### src/design/heartbeat_detector_bpm_top_assert.svh
// assertion macros for the heartbeat detector top level
`ifndef HEARTBEAT_DETECTOR_BPM_TOP_ASSERT_SVH
`define HEARTBEAT_DETECTOR_BPM_TOP_ASSERT_SVH

// same-cycle implication, checked on every edge outside reset
`define HBD_ASSERT_IMPL(label, ante, cons) \
    label: assert property (@(posedge clk) disable iff (!rst_n) (ante) |-> (cons)) \
        else $error("heartbeat detector check failed");

// next-cycle implication, checked on every edge outside reset
`define HBD_ASSERT_NEXT(label, ante, cons) \
    label: assert property (@(posedge clk) disable iff (!rst_n) (ante) |=> (cons)) \
        else $error("heartbeat detector check failed");

`endif

### src/design/hbd_pkg.sv
package hbd_pkg;

    // configuration port
    localparam int CFG_IDX_W  = 3;
    localparam int CFG_DATA_W = 16;

    localparam logic [CFG_IDX_W-1:0] REG_SAMPLE_PERIOD = 3'd0;
    localparam logic [CFG_IDX_W-1:0] REG_BEAT_TIMEOUT  = 3'd1;
    localparam logic [CFG_IDX_W-1:0] REG_MAX_INTERVAL  = 3'd2;
    localparam logic [CFG_IDX_W-1:0] REG_THRESH_FLOOR  = 3'd3;
    localparam logic [CFG_IDX_W-1:0] REG_DECAY         = 3'd4;
    localparam logic [CFG_IDX_W-1:0] REG_MIN_INTERVALS = 3'd5;

    // register widths
    localparam int PERIOD_W = 8;
    localparam int TMO_W    = 12;
    localparam int FLOOR_W  = 15;
    localparam int DECAY_W  = 16;
    localparam int MINIV_W  = 4;

    // register reset values
    localparam logic [PERIOD_W-1:0] PERIOD_RST = 8'd20;
    localparam logic [TMO_W-1:0]    TMO_RST    = 12'd2000;
    localparam logic [TMO_W-1:0]    MAXIV_RST  = 12'd3000;
    localparam logic [FLOOR_W-1:0]  FLOOR_RST  = 15'd200;
    localparam logic [DECAY_W-1:0]  DECAY_RST  = 16'd64881;
    localparam logic [MINIV_W-1:0]  MINIV_RST  = 4'd5;

    // level reset values
    localparam int UPPER_RST = 1000;
    localparam int LOWER_RST = 800;

    // time and rate
    localparam int ELAPSED_W = 13;
    localparam int IV_W      = 12;
    localparam int IV_MAX    = 4095;
    localparam int RATE_W    = 16;
    localparam int RATE_NUM  = 60000;
    localparam logic [RATE_W-1:0] RATE_MAX = 16'hFFFF;

    // controller states
    typedef enum logic [3:0] {
        ST_IDLE,
        ST_EVAL,
        ST_DEC_U,
        ST_DEC_L,
        ST_DEC_W,
        ST_STORE,
        ST_RATE,
        ST_DIV,
        ST_FINISH
    } ctrl_state_t;

    // controller to datapath
    typedef struct packed {
        logic take;
        logic eval;
        logic dec_u;
        logic dec_l;
        logic dec_w;
        logic store;
        logic rate;
        logic fin;
    } hbd_cmd_t;

    // datapath to controller
    typedef struct packed {
        logic beat_phase;
        logic beat_ends;
        logic iv_keep;
        logic need_div;
        logic div_done;
    } hbd_status_t;

endpackage

### src/design/hbd_ctrl.sv
module hbd_ctrl
    import hbd_pkg::*;
(
    input  logic        clk,
    input  logic        rst_n,
    input  logic        in_valid,
    output logic        in_ready,
    output logic        out_valid,
    input  logic        out_ready,
    input  hbd_status_t status,
    output hbd_cmd_t    cmd
);

    ctrl_state_t state_reg;
    ctrl_state_t state_next;
    logic        out_valid_reg;
    logic        out_valid_next;
    logic        out_free;

    assign out_free  = !out_valid_reg || out_ready;
    assign out_valid = out_valid_reg;

    // state and output valid registers
    always_ff @(posedge clk or negedge rst_n)
    begin
        if (!rst_n)
        begin
            state_reg     <= ST_IDLE;
            out_valid_reg <= 1'b0;
        end
        else
        begin
            state_reg     <= state_next;
            out_valid_reg <= out_valid_next;
        end
    end

    // next state and commands
    always_comb
    begin
        state_next = state_reg;
        cmd        = '0;
        in_ready   = 1'b0;
        unique case (state_reg)
            ST_IDLE:
            begin
                in_ready = 1'b1;
                if (in_valid)
                begin
                    cmd.take   = 1'b1;
                    state_next = ST_EVAL;
                end
            end
            ST_EVAL:
            begin
                cmd.eval = 1'b1;
                if (!status.beat_phase)
                    state_next = ST_DEC_U;
                else if (status.beat_ends && status.iv_keep)
                    state_next = ST_STORE;
                else
                    state_next = ST_FINISH;
            end
            ST_DEC_U:
            begin
                cmd.dec_u  = 1'b1;
                state_next = ST_DEC_L;
            end
            ST_DEC_L:
            begin
                cmd.dec_l  = 1'b1;
                state_next = ST_DEC_W;
            end
            ST_DEC_W:
            begin
                cmd.dec_w  = 1'b1;
                state_next = ST_FINISH;
            end
            ST_STORE:
            begin
                cmd.store  = 1'b1;
                state_next = ST_RATE;
            end
            ST_RATE:
            begin
                cmd.rate   = 1'b1;
                state_next = status.need_div ? ST_DIV : ST_FINISH;
            end
            ST_DIV:
            begin
                if (status.div_done)
                    state_next = ST_FINISH;
            end
            ST_FINISH:
            begin
                if (out_free)
                begin
                    cmd.fin    = 1'b1;
                    state_next = ST_IDLE;
                end
            end
            default:
            begin
                state_next = ST_IDLE;
            end
        endcase
    end

    // result beat handshake
    always_comb
    begin
        out_valid_next = out_valid_reg;
        if (cmd.fin)
            out_valid_next = 1'b1;
        else if (out_ready)
            out_valid_next = 1'b0;
    end

endmodule

### src/design/hbd_div.sv
module hbd_div
    import hbd_pkg::*;
#(
    parameter int NUM_W = 20,
    parameter int DEN_W = 16
)
(
    input  logic             clk,
    input  logic             rst_n,
    input  logic             start,
    input  logic [NUM_W-1:0] num,
    input  logic [DEN_W-1:0] den,
    output logic             done,
    output logic [NUM_W-1:0] quot
);

    localparam int STEP_W = $clog2(NUM_W + 1);

    logic              busy_reg;
    logic              done_reg;
    logic [STEP_W-1:0] step_reg;
    logic [DEN_W-1:0]  rem_reg;
    logic [DEN_W-1:0]  rem_next;
    logic [DEN_W-1:0]  den_reg;
    logic [NUM_W-1:0]  quo_reg;
    logic [DEN_W:0]    trial;
    logic [DEN_W:0]    diff;
    logic              fits;

    // one quotient bit per cycle, restoring
    assign trial    = {rem_reg, quo_reg[NUM_W-1]};
    assign diff     = trial - {1'b0, den_reg};
    assign fits     = trial >= {1'b0, den_reg};
    assign rem_next = fits ? diff[DEN_W-1:0] : trial[DEN_W-1:0];

    assign done = done_reg;
    assign quot = quo_reg;

    // step control
    always_ff @(posedge clk or negedge rst_n)
    begin
        if (!rst_n)
        begin
            busy_reg <= 1'b0;
            done_reg <= 1'b0;
            step_reg <= '0;
        end
        else
        begin
            done_reg <= busy_reg && (step_reg == STEP_W'(1));
            if (start)
            begin
                busy_reg <= 1'b1;
                step_reg <= STEP_W'(NUM_W);
            end
            else if (busy_reg)
            begin
                step_reg <= step_reg - 1'b1;
                if (step_reg == STEP_W'(1))
                    busy_reg <= 1'b0;
            end
        end
    end

    // remainder and quotient shift
    always_ff @(posedge clk)
    begin
        if (start)
        begin
            rem_reg <= '0;
            quo_reg <= num;
            den_reg <= den;
        end
        else if (busy_reg)
        begin
            rem_reg <= rem_next;
            quo_reg <= {quo_reg[NUM_W-2:0], fits};
        end
    end

endmodule

### src/design/hbd_dp.sv
module hbd_dp
    import hbd_pkg::*;
#(
    parameter int INTERVAL_SLOTS = 10,
    parameter int SAMPLE_WIDTH   = 16
)
(
    input  logic                           clk,
    input  logic                           rst_n,
    input  logic                           cfg_we,
    input  logic [CFG_IDX_W-1:0]           cfg_index,
    input  logic [CFG_DATA_W-1:0]          cfg_data,
    input  logic signed [SAMPLE_WIDTH-1:0] sample,
    input  hbd_cmd_t                       cmd,
    output hbd_status_t                    status,
    output logic [RATE_W-1:0]              beats_per_minute,
    output logic                           beat_ended,
    output logic                           in_beat,
    output logic                           timed_out
);

    localparam int LVL_W  = ((SAMPLE_WIDTH > FLOOR_W) ? SAMPLE_WIDTH : FLOOR_W) + 1;
    localparam int MAG_W  = LVL_W - 1;
    localparam int PROD_W = MAG_W + DECAY_W;
    localparam int CNT_W  = $clog2(INTERVAL_SLOTS + 1);
    localparam int POS_W  = $clog2(INTERVAL_SLOTS);
    localparam int TOT_W  = $clog2(INTERVAL_SLOTS * IV_MAX + 1);
    localparam int NUM_W  = $clog2(INTERVAL_SLOTS * RATE_NUM + 1);
    localparam int MIN_W  = (CNT_W > MINIV_W) ? CNT_W : MINIV_W;
    localparam int NPR_W  = CNT_W + 16;
    localparam logic [ELAPSED_W-1:0] ELAPSED_MAX = '1;

    // configuration registers
    logic [PERIOD_W-1:0] period_reg;
    logic [TMO_W-1:0]    tmo_reg;
    logic [TMO_W-1:0]    maxiv_reg;
    logic [FLOOR_W-1:0]  floor_reg;
    logic [DECAY_W-1:0]  decay_reg;
    logic [MINIV_W-1:0]  miniv_reg;

    // detector state
    logic                    phase_reg;
    logic signed [LVL_W-1:0] upper_reg;
    logic signed [LVL_W-1:0] lower_reg;
    logic signed [LVL_W-1:0] peak_reg;
    logic [POS_W-1:0]        pos_reg;
    logic [CNT_W-1:0]        count_reg;
    logic [TOT_W-1:0]        total_reg;
    logic [ELAPSED_W-1:0]    elapsed_reg;
    logic [RATE_W-1:0]       rate_reg;
    logic                    ended_reg;

    // payload holding registers
    logic signed [SAMPLE_WIDTH-1:0] sample_reg;
    logic [IV_W-1:0]                iv_reg;
    logic [IV_W-1:0]                ring_rd_reg;
    logic [PROD_W-1:0]              prod_reg;
    logic [IV_W-1:0]                ring_mem [INTERVAL_SLOTS];

    // result registers
    logic [RATE_W-1:0] bpm_out_reg;
    logic              ended_out_reg;
    logic              beat_out_reg;
    logic              tout_out_reg;

    logic signed [LVL_W-1:0] s_ext;
    logic signed [LVL_W-1:0] floor_lvl;
    logic signed [LVL_W-1:0] pk_new;
    logic [MAG_W+1:0]        pk3;
    logic [MAG_W-1:0]        mul_in;
    logic signed [LVL_W-1:0] decayed;
    logic [ELAPSED_W:0]      el_sum;
    logic [ELAPSED_W-1:0]    el_sat;
    logic                    full;
    logic [IV_W-1:0]         old_iv;
    logic [TOT_W-1:0]        total_next;
    logic [CNT_W-1:0]        count_next;
    logic [POS_W-1:0]        pos_next;
    logic                    above_min;
    logic                    div_start;
    logic [NPR_W-1:0]        num_full;
    logic                    div_done;
    logic [NUM_W-1:0]        div_quot;
    logic                    tout;

    // configuration writes
    always_ff @(posedge clk or negedge rst_n)
    begin
        if (!rst_n)
        begin
            period_reg <= PERIOD_RST;
            tmo_reg    <= TMO_RST;
            maxiv_reg  <= MAXIV_RST;
            floor_reg  <= FLOOR_RST;
            decay_reg  <= DECAY_RST;
            miniv_reg  <= MINIV_RST;
        end
        else if (cfg_we)
        begin
            unique case (cfg_index)
                REG_SAMPLE_PERIOD: period_reg <= cfg_data[PERIOD_W-1:0];
                REG_BEAT_TIMEOUT:  tmo_reg    <= cfg_data[TMO_W-1:0];
                REG_MAX_INTERVAL:  maxiv_reg  <= cfg_data[TMO_W-1:0];
                REG_THRESH_FLOOR:  floor_reg  <= cfg_data[FLOOR_W-1:0];
                REG_DECAY:         decay_reg  <= cfg_data[DECAY_W-1:0];
                REG_MIN_INTERVALS: miniv_reg  <= cfg_data[MINIV_W-1:0];
                default:
                begin
                end
            endcase
        end
    end

    // sample and level arithmetic, levels never go negative
    assign s_ext     = {{(LVL_W - SAMPLE_WIDTH){sample_reg[SAMPLE_WIDTH-1]}}, sample_reg};
    assign floor_lvl = signed'(LVL_W'(floor_reg));
    assign pk_new    = (s_ext > peak_reg) ? s_ext : peak_reg;
    assign pk3       = (MAG_W + 2)'(pk_new[MAG_W-1:0]) + {1'b0, pk_new[MAG_W-1:0], 1'b0};
    assign mul_in    = cmd.dec_u ? upper_reg[MAG_W-1:0] : lower_reg[MAG_W-1:0];
    assign decayed   = signed'({1'b0, prod_reg[PROD_W-1:DECAY_W]});

    // elapsed time, saturating
    assign el_sum = (ELAPSED_W + 1)'(elapsed_reg) + (ELAPSED_W + 1)'(period_reg);
    assign el_sat = el_sum[ELAPSED_W] ? ELAPSED_MAX : el_sum[ELAPSED_W-1:0];

    // ring update
    assign full       = (count_reg == CNT_W'(INTERVAL_SLOTS));
    assign old_iv     = full ? ring_rd_reg : '0;
    assign total_next = total_reg - TOT_W'(old_iv) + TOT_W'(iv_reg);
    assign count_next = full ? count_reg : CNT_W'(count_reg + 1'b1);
    assign pos_next   = (pos_reg == POS_W'(INTERVAL_SLOTS - 1)) ? '0 : POS_W'(pos_reg + 1'b1);

    // rate setup
    assign above_min = MIN_W'(count_reg) > MIN_W'(miniv_reg);
    assign div_start = cmd.rate && status.need_div;
    assign num_full  = NPR_W'(count_reg) * NPR_W'(RATE_NUM);

    assign tout = elapsed_reg > ELAPSED_W'(tmo_reg);

    // status to controller
    assign status.beat_phase = phase_reg;
    assign status.beat_ends  = s_ext <= lower_reg;
    assign status.iv_keep    = elapsed_reg <= ELAPSED_W'(maxiv_reg);
    assign status.need_div   = above_min && (total_reg != '0);
    assign status.div_done   = div_done;

    hbd_div #(
        .NUM_W (NUM_W),
        .DEN_W (TOT_W)
    ) u_div (
        .clk   (clk),
        .rst_n (rst_n),
        .start (div_start),
        .num   (num_full[NUM_W-1:0]),
        .den   (total_reg),
        .done  (div_done),
        .quot  (div_quot)
    );

    // detector state updates
    always_ff @(posedge clk or negedge rst_n)
    begin
        if (!rst_n)
        begin
            phase_reg   <= 1'b0;
            upper_reg   <= LVL_W'(UPPER_RST);
            lower_reg   <= LVL_W'(LOWER_RST);
            peak_reg    <= '0;
            pos_reg     <= '0;
            count_reg   <= '0;
            total_reg   <= '0;
            elapsed_reg <= '0;
            rate_reg    <= '0;
            ended_reg   <= 1'b0;
        end
        else
        begin
            if (cmd.take)
            begin
                elapsed_reg <= el_sat;
                ended_reg   <= 1'b0;
            end
            if (cmd.eval)
            begin
                if (!phase_reg)
                begin
                    if (s_ext >= upper_reg)
                    begin
                        phase_reg <= 1'b1;
                        peak_reg  <= s_ext;
                    end
                end
                else
                begin
                    peak_reg <= pk_new;
                    if (s_ext <= lower_reg)
                    begin
                        ended_reg   <= 1'b1;
                        elapsed_reg <= '0;
                        upper_reg   <= signed'({1'b0, pk3[MAG_W+1:2]});
                        lower_reg   <= signed'({2'b00, pk_new[MAG_W-1:1]});
                        phase_reg   <= 1'b0;
                    end
                end
            end
            if (cmd.dec_l)
                upper_reg <= (upper_reg > floor_lvl) ? decayed : floor_lvl;
            if (cmd.dec_w)
                lower_reg <= (lower_reg > floor_lvl) ? decayed : floor_lvl;
            if (cmd.store)
            begin
                total_reg <= total_next;
                count_reg <= count_next;
                pos_reg   <= pos_next;
            end
            if (cmd.rate)
            begin
                if (!above_min)
                    rate_reg <= '0;
                else if (total_reg == '0)
                    rate_reg <= RATE_MAX;
            end
            if (div_done)
                rate_reg <= (div_quot > NUM_W'(RATE_MAX)) ? RATE_MAX : div_quot[RATE_W-1:0];
            if (cmd.fin && tout)
            begin
                count_reg   <= '0;
                total_reg   <= '0;
                rate_reg    <= '0;
                elapsed_reg <= '0;
                phase_reg   <= 1'b0;
            end
        end
    end

    // sample, interval and multiplier registers
    always_ff @(posedge clk)
    begin
        if (cmd.take)
            sample_reg <= sample;
        if (cmd.eval)
            iv_reg <= elapsed_reg[IV_W-1:0];
        if (cmd.dec_u || cmd.dec_l)
            prod_reg <= PROD_W'(mul_in) * PROD_W'(decay_reg);
    end

    // interval ring memory
    always_ff @(posedge clk)
    begin
        if (cmd.store)
            ring_mem[pos_reg] <= iv_reg;
        if (cmd.eval)
            ring_rd_reg <= ring_mem[pos_reg];
    end

    // result registers
    always_ff @(posedge clk)
    begin
        if (cmd.fin)
        begin
            bpm_out_reg   <= tout ? '0 : rate_reg;
            ended_out_reg <= ended_reg;
            beat_out_reg  <= tout ? 1'b0 : phase_reg;
            tout_out_reg  <= tout;
        end
    end

    assign beats_per_minute = bpm_out_reg;
    assign beat_ended       = ended_out_reg;
    assign in_beat          = beat_out_reg;
    assign timed_out        = tout_out_reg;

endmodule

### src/design/heartbeat_detector_bpm_top.sv
// steps per sample: evaluate, then finish in a beat with no stored interval; while waiting,
// decay the levels (two passes of the shared level multiplier); when an interval is stored,
// store and rate, plus the bit-serial rate divider when the rate is divided, the longest path.
// throughput: a new sample is taken only after the last result goes to a free result side.
// reset: asynchronous, active low; configuration registers return to their defaults, phase
// waiting, levels 1000 and 800, history and rate zero. The interval ring itself is not cleared.
`include "heartbeat_detector_bpm_top_assert.svh"

module heartbeat_detector_bpm_top
    import hbd_pkg::*;
#(
    parameter int INTERVAL_SLOTS = 10,
    parameter int SAMPLE_WIDTH   = 16
)
(
    input  logic                           clk,
    input  logic                           rst_n,
    input  logic                           cfg_we,
    input  logic [CFG_IDX_W-1:0]           cfg_index,
    input  logic [CFG_DATA_W-1:0]          cfg_data,
    input  logic                           in_valid,
    output logic                           in_ready,
    input  logic signed [SAMPLE_WIDTH-1:0] sample,
    output logic                           out_valid,
    input  logic                           out_ready,
    output logic [RATE_W-1:0]              beats_per_minute,
    output logic                           beat_ended,
    output logic                           in_beat,
    output logic                           timed_out
);

    hbd_cmd_t    cmd;
    hbd_status_t status;

    // sequencing
    hbd_ctrl u_ctrl (
        .clk       (clk),
        .rst_n     (rst_n),
        .in_valid  (in_valid),
        .in_ready  (in_ready),
        .out_valid (out_valid),
        .out_ready (out_ready),
        .status    (status),
        .cmd       (cmd)
    );

    // detector arithmetic and history
    hbd_dp #(
        .INTERVAL_SLOTS (INTERVAL_SLOTS),
        .SAMPLE_WIDTH   (SAMPLE_WIDTH)
    ) u_dp (
        .clk              (clk),
        .rst_n            (rst_n),
        .cfg_we           (cfg_we),
        .cfg_index        (cfg_index),
        .cfg_data         (cfg_data),
        .sample           (sample),
        .cmd              (cmd),
        .status           (status),
        .beats_per_minute (beats_per_minute),
        .beat_ended       (beat_ended),
        .in_beat          (in_beat),
        .timed_out        (timed_out)
    );

    // one sample in flight at a time
    `HBD_ASSERT_NEXT(a_single_item, in_valid && in_ready, !in_ready)
    // the sequencer issues at most one step per cycle
    `HBD_ASSERT_IMPL(a_cmd_onehot, 1'b1, $onehot0(cmd))
    // a timeout beat reports no rate and the waiting phase
    `HBD_ASSERT_IMPL(a_tout_clear, out_valid && timed_out, beats_per_minute == '0 && !in_beat)
    // a beat that just ended leaves the detector waiting
    `HBD_ASSERT_IMPL(a_end_waits, out_valid && beat_ended, !in_beat)

endmodule
### config.mk
export PLATFORM = sky130hd
export DESIGN_NAME = heartbeat_detector_bpm_top
export DESIGN_NICKNAME = d
export VERILOG_FILES = /design/src/design/hbd_pkg.sv /design/src/design/hbd_ctrl.sv /design/src/design/hbd_div.sv /design/src/design/hbd_dp.sv /design/src/design/heartbeat_detector_bpm_top.sv
export VERILOG_INCLUDE_DIRS = /design/src /design/src/design
export SDC_FILE = /design/constraint.sdc
export NUM_CORES = 1
export LEC_CHECK = 0
export ABC_AREA = 1
export BUFFER_PORTS_ARGS = -buffer_cell sky130_fd_sc_hd__buf_2
export CAP_MARGIN = 25
export CELL_PAD_IN_SITES_DETAIL_PLACEMENT = 0
export CELL_PAD_IN_SITES_GLOBAL_PLACEMENT = 1
export CORE_MARGIN = 5
export CORE_UTILIZATION = 54
export DETAILED_ROUTE_END_ITERATION = 7
export MAX_ROUTING_LAYER = met4
export PLACE_DENSITY_LB_ADDON = 0.1
export SLEW_MARGIN = 10
export SYNTH_ARGS = -nofsm -noshare
export SYNTH_HDL_FRONTEND = slang
export SYNTH_SLANG_ARGS = --single-unit
### constraint.sdc
create_clock -name clk -period 16.8 [get_ports clk]
set_input_delay 0.84 -clock clk [delete_from_list [all_inputs] [get_ports clk]]
set_output_delay 0.84 -clock clk [all_outputs]
set_load 0.02 [all_outputs]
==> impl_results.md <==
* Status: complete, no violations
* GR Util All Layers at 28.2%
* Cell taking the most area after synthesis: edfxtp_1
* Mapped Nets at 4126
* Synth cell types at 62
* Multi-input gate area at 16900 µm²
* Flip-flop count of the largest register after layout at 120
* Placed cells at 4335
* Post-DRT Antenna Nets at 0
* Top_reg_cell synth: edfxtp_1
* Post-DP HPWL at 67000 µm
* MaxCap Viol Count at 0
* First-pass GRT wire length at 138000 µm
* Die Y at 252 µm
* Global placer's final weighted congestion at 0.965
* Cell Rows at 88
* Hold buffer count at cts at 0
* FFs w/ async S/R, synth at 42.6%
* Final Non-Filler Cells at 4433
* Hold Fails Final Rpt at 0
* Fillers at 5175
* # setup viols final at 0
* Syn_area_per_cell at 8.84 µm²
* H-tree depth at 2
* CP max stage cell: o21ai_1
* Worst-Skew Late Latency at 0.61 ns
* TNS Setup at 0 ns
* CP startpoint kind: register
* Final Net Count at 4172
* Synth cell count leaders: 661 x nand2_1, 658 x inv_1, 328 x nor2_1
* Worst setup path category: register to register
* Iter 0 DRT Violations at 1582
* Layout area overhead at 9.28%
* Post-synthesis sequential area ratio at 37.4%
* CTS Root Cell: clkbuf_16
* Reg area at 11800 µm²
* DRT Wirelength at 86300 µm
* Clock skew at 0.0395 ns
* Slew @ Worst Pin at 0.986 ns
* Critical path peak fanout at 33
* Max-slew violations at 0
* RSZ-0062 raised after global routing: false
* Slew HR at 34.2%
* Final Cycle Share at 44.1%
* Vias per inst at 5.53
* FF+latch count, synth at 430
* Clock input transition at the sequential cells of the worst setup and hold paths at 0.07 ns
* Full die area at 63600 µm²
* Die extent in x at 252 µm
* Post-synth EDFFs at 226
* CTS max path bufs at 3
* Initial antenna violation count at 0
* Crit end category: register
* Delay-heaviest family, CP: adder cells
* CTS resizes at 0
* Mapped Area at 31700 µm²
* Top-count cell post-synth: nand2_1
* Worst-path cell chain: nor2_4 -> nand2_2 -> o21ai_1 -> clkinv_1 -> nand2_1 -> fa_1 -> inv_1 -> fa_1 -> inv_1 -> fa_1 -> inv_1 -> fa_1 -> fa_1 -> inv_1 -> fa_1 -> inv_1 -> ha_1 -> a21oi_1 -> o21ai_0 -> a21boi_0 -> nor2_1 -> nor2_1 -> o21ai_2 -> xor2_1
* CTS buffer count at 48
* Post-Syn Instances at 3582
* Req. time, crit path at 17.13 ns
* Routed length per placed instance at 19.5 µm
* DRT Pass-1 Iters at 8
* Share of layout cells above drive strength 1 at 7.09%
* # DRC at 0
* TritonCTS clock tree: built
* Total gr overflow at 0
* Most frequent CP cell: fa_1
* Vias at 24500
* Crit path DAT at 7.73 ns
* Clock sink total at 430
* Top cells by area, synth: edfxtp_1 21%, fa_1 13%, ha_1 12%
* CP peak stage delay at 0.78 ns
* Buf+Inv Stages, Crit Path at 6
* Yosys top cell area share at 21.4%
* Yosys warns at 0
* Initial Util at 54.7%
* PortBufs at 60
* Fmax at 0.135 GHz
* I/O pin total at 61
* Total core area at 57900 µm²
* Clock period minus worst slack at 7.40 ns
* Vias in the first global route at 25100
* Post-CTS setup buffer count at 0
* Largest net degree at the start of global routing at 69
* Hold crit path type: input pin to asynchronous set/reset pin
[cell type report]
type,count,share of cell area [%]
clock inverters,29,1.10
multi-input cells,2381,48.9
flip-flops and latches,430,34.2
well taps,765,2.77
repair buffers,97,1.91
diodes,1,0.00723
inverters,670,7.27
clock buffers,60,3.87
[per-stage QoR]
stage               area, µm²  hold WS [ns]  utilization, %  worst slack (ns)
floorplan               31700         0.425               -             10.46
global placement        32700         0.434            56.5              9.63
detailed placement      32800         0.433            56.6              9.40
CTS                     34500         0.171            59.5              9.38
global route            34600         0.179            59.7              8.83
finish                  34600         0.167            59.7              9.40
[path summary, 6_finish.rpt]
| kind | start | endpoint | slack, ns | depth (start not counted) |
|---|---|---|---|---|
| worst max register to register | u_ctrl.state_reg[3] | u_dp.prod_reg[29] | 9.40 | 24 |
| max in group asynchronous | rst_n | u_dp.lower_reg[15] | 15.27 | 2 |
| worst max-delay path | u_ctrl.state_reg[3] | u_dp.prod_reg[29] | 9.40 | 24 |
| min in group clk | sample[2] | u_dp.sample_reg[2] | 0.42 | 1 |
| worst min-delay path | rst_n | u_dp.pos_reg[2] | 0.17 | 1 |
| worst min register to register | u_dp.total_reg[7] | u_dp.u_div.den_reg[7] | 0.45 | 0 |
[routing by layer]
layer | track usage [%] | wire, µm | vias to the layer above
li1 | - | - | 11700
met1 | 37.1 | 37300 | 12000
met2 | 46.5 | 42100 | 643
met3 | 3.54 | 4370 | 135
met4 | 8.27 | 2450 | 0
met5 | - | 0 | -
[cell usage in the layout (no fill, tap or decap), types with 32 or more instances in the layout]
cell | synthesis | routed
inv_1 | 658 | 658
a31oi_1 | 36 | 36
dfrtp_1 | 143 | 143
edfxtp_1 | 226 | 226
nor2_1 | 328 | 327
fa_1 | 212 | 212
nand3_1 | 128 | 128
a21oi_1 | 155 | 154
nor3_1 | 32 | 32
clkbuf_16 | 0 | 50
ha_1 | 292 | 292
xor2_1 | 33 | 33
dfstp_2 | 40 | 40
o21ai_0 | 224 | 224
buf_2 | 16 | 60
nand2_1 | 661 | 661
[worst reg2reg max path: stages (launching register included)]
cell and delay [ns]:
dfrtp_1 0.44, nor2_4 0.17, nand2_2 0.42, o21ai_1 0.80, clkinv_1 0.49, nand2_1 0.18, fa_1 0.43, inv_1 0.09
fa_1 0.42, inv_1 0.09, fa_1 0.39, inv_1 0.08, fa_1 0.45, fa_1 0.55, inv_1 0.05, fa_1 0.52
inv_1 0.04, ha_1 0.33, a21oi_1 0.29, o21ai_0 0.19, a21boi_0 0.29, nor2_1 0.07, nor2_1 0.13, o21ai_2 0.08
xor2_1 0.15
[cells by family (layout without fill, tap and decap cells)]
logic type / Yosys count / in the layout / share of synthesized area (%)
and+or+nand+nor: 1223 / 1223 / 15.8
buffers and inverters: 771 / 856 / 9.25
AOI/OAI and AO/OA: 599 / 599 / 11.1
adders and majority gates: 504 / 504 / 24.9
DFF: 430 / 430 / 37.4
xor gates and xnor gates: 55 / 55 / 1.52
other: 0 / 1 / 0
Power is left out: the tool's default activity adds up to more than one toggle a clock period on the data nets, which glitch-free logic cannot reach.
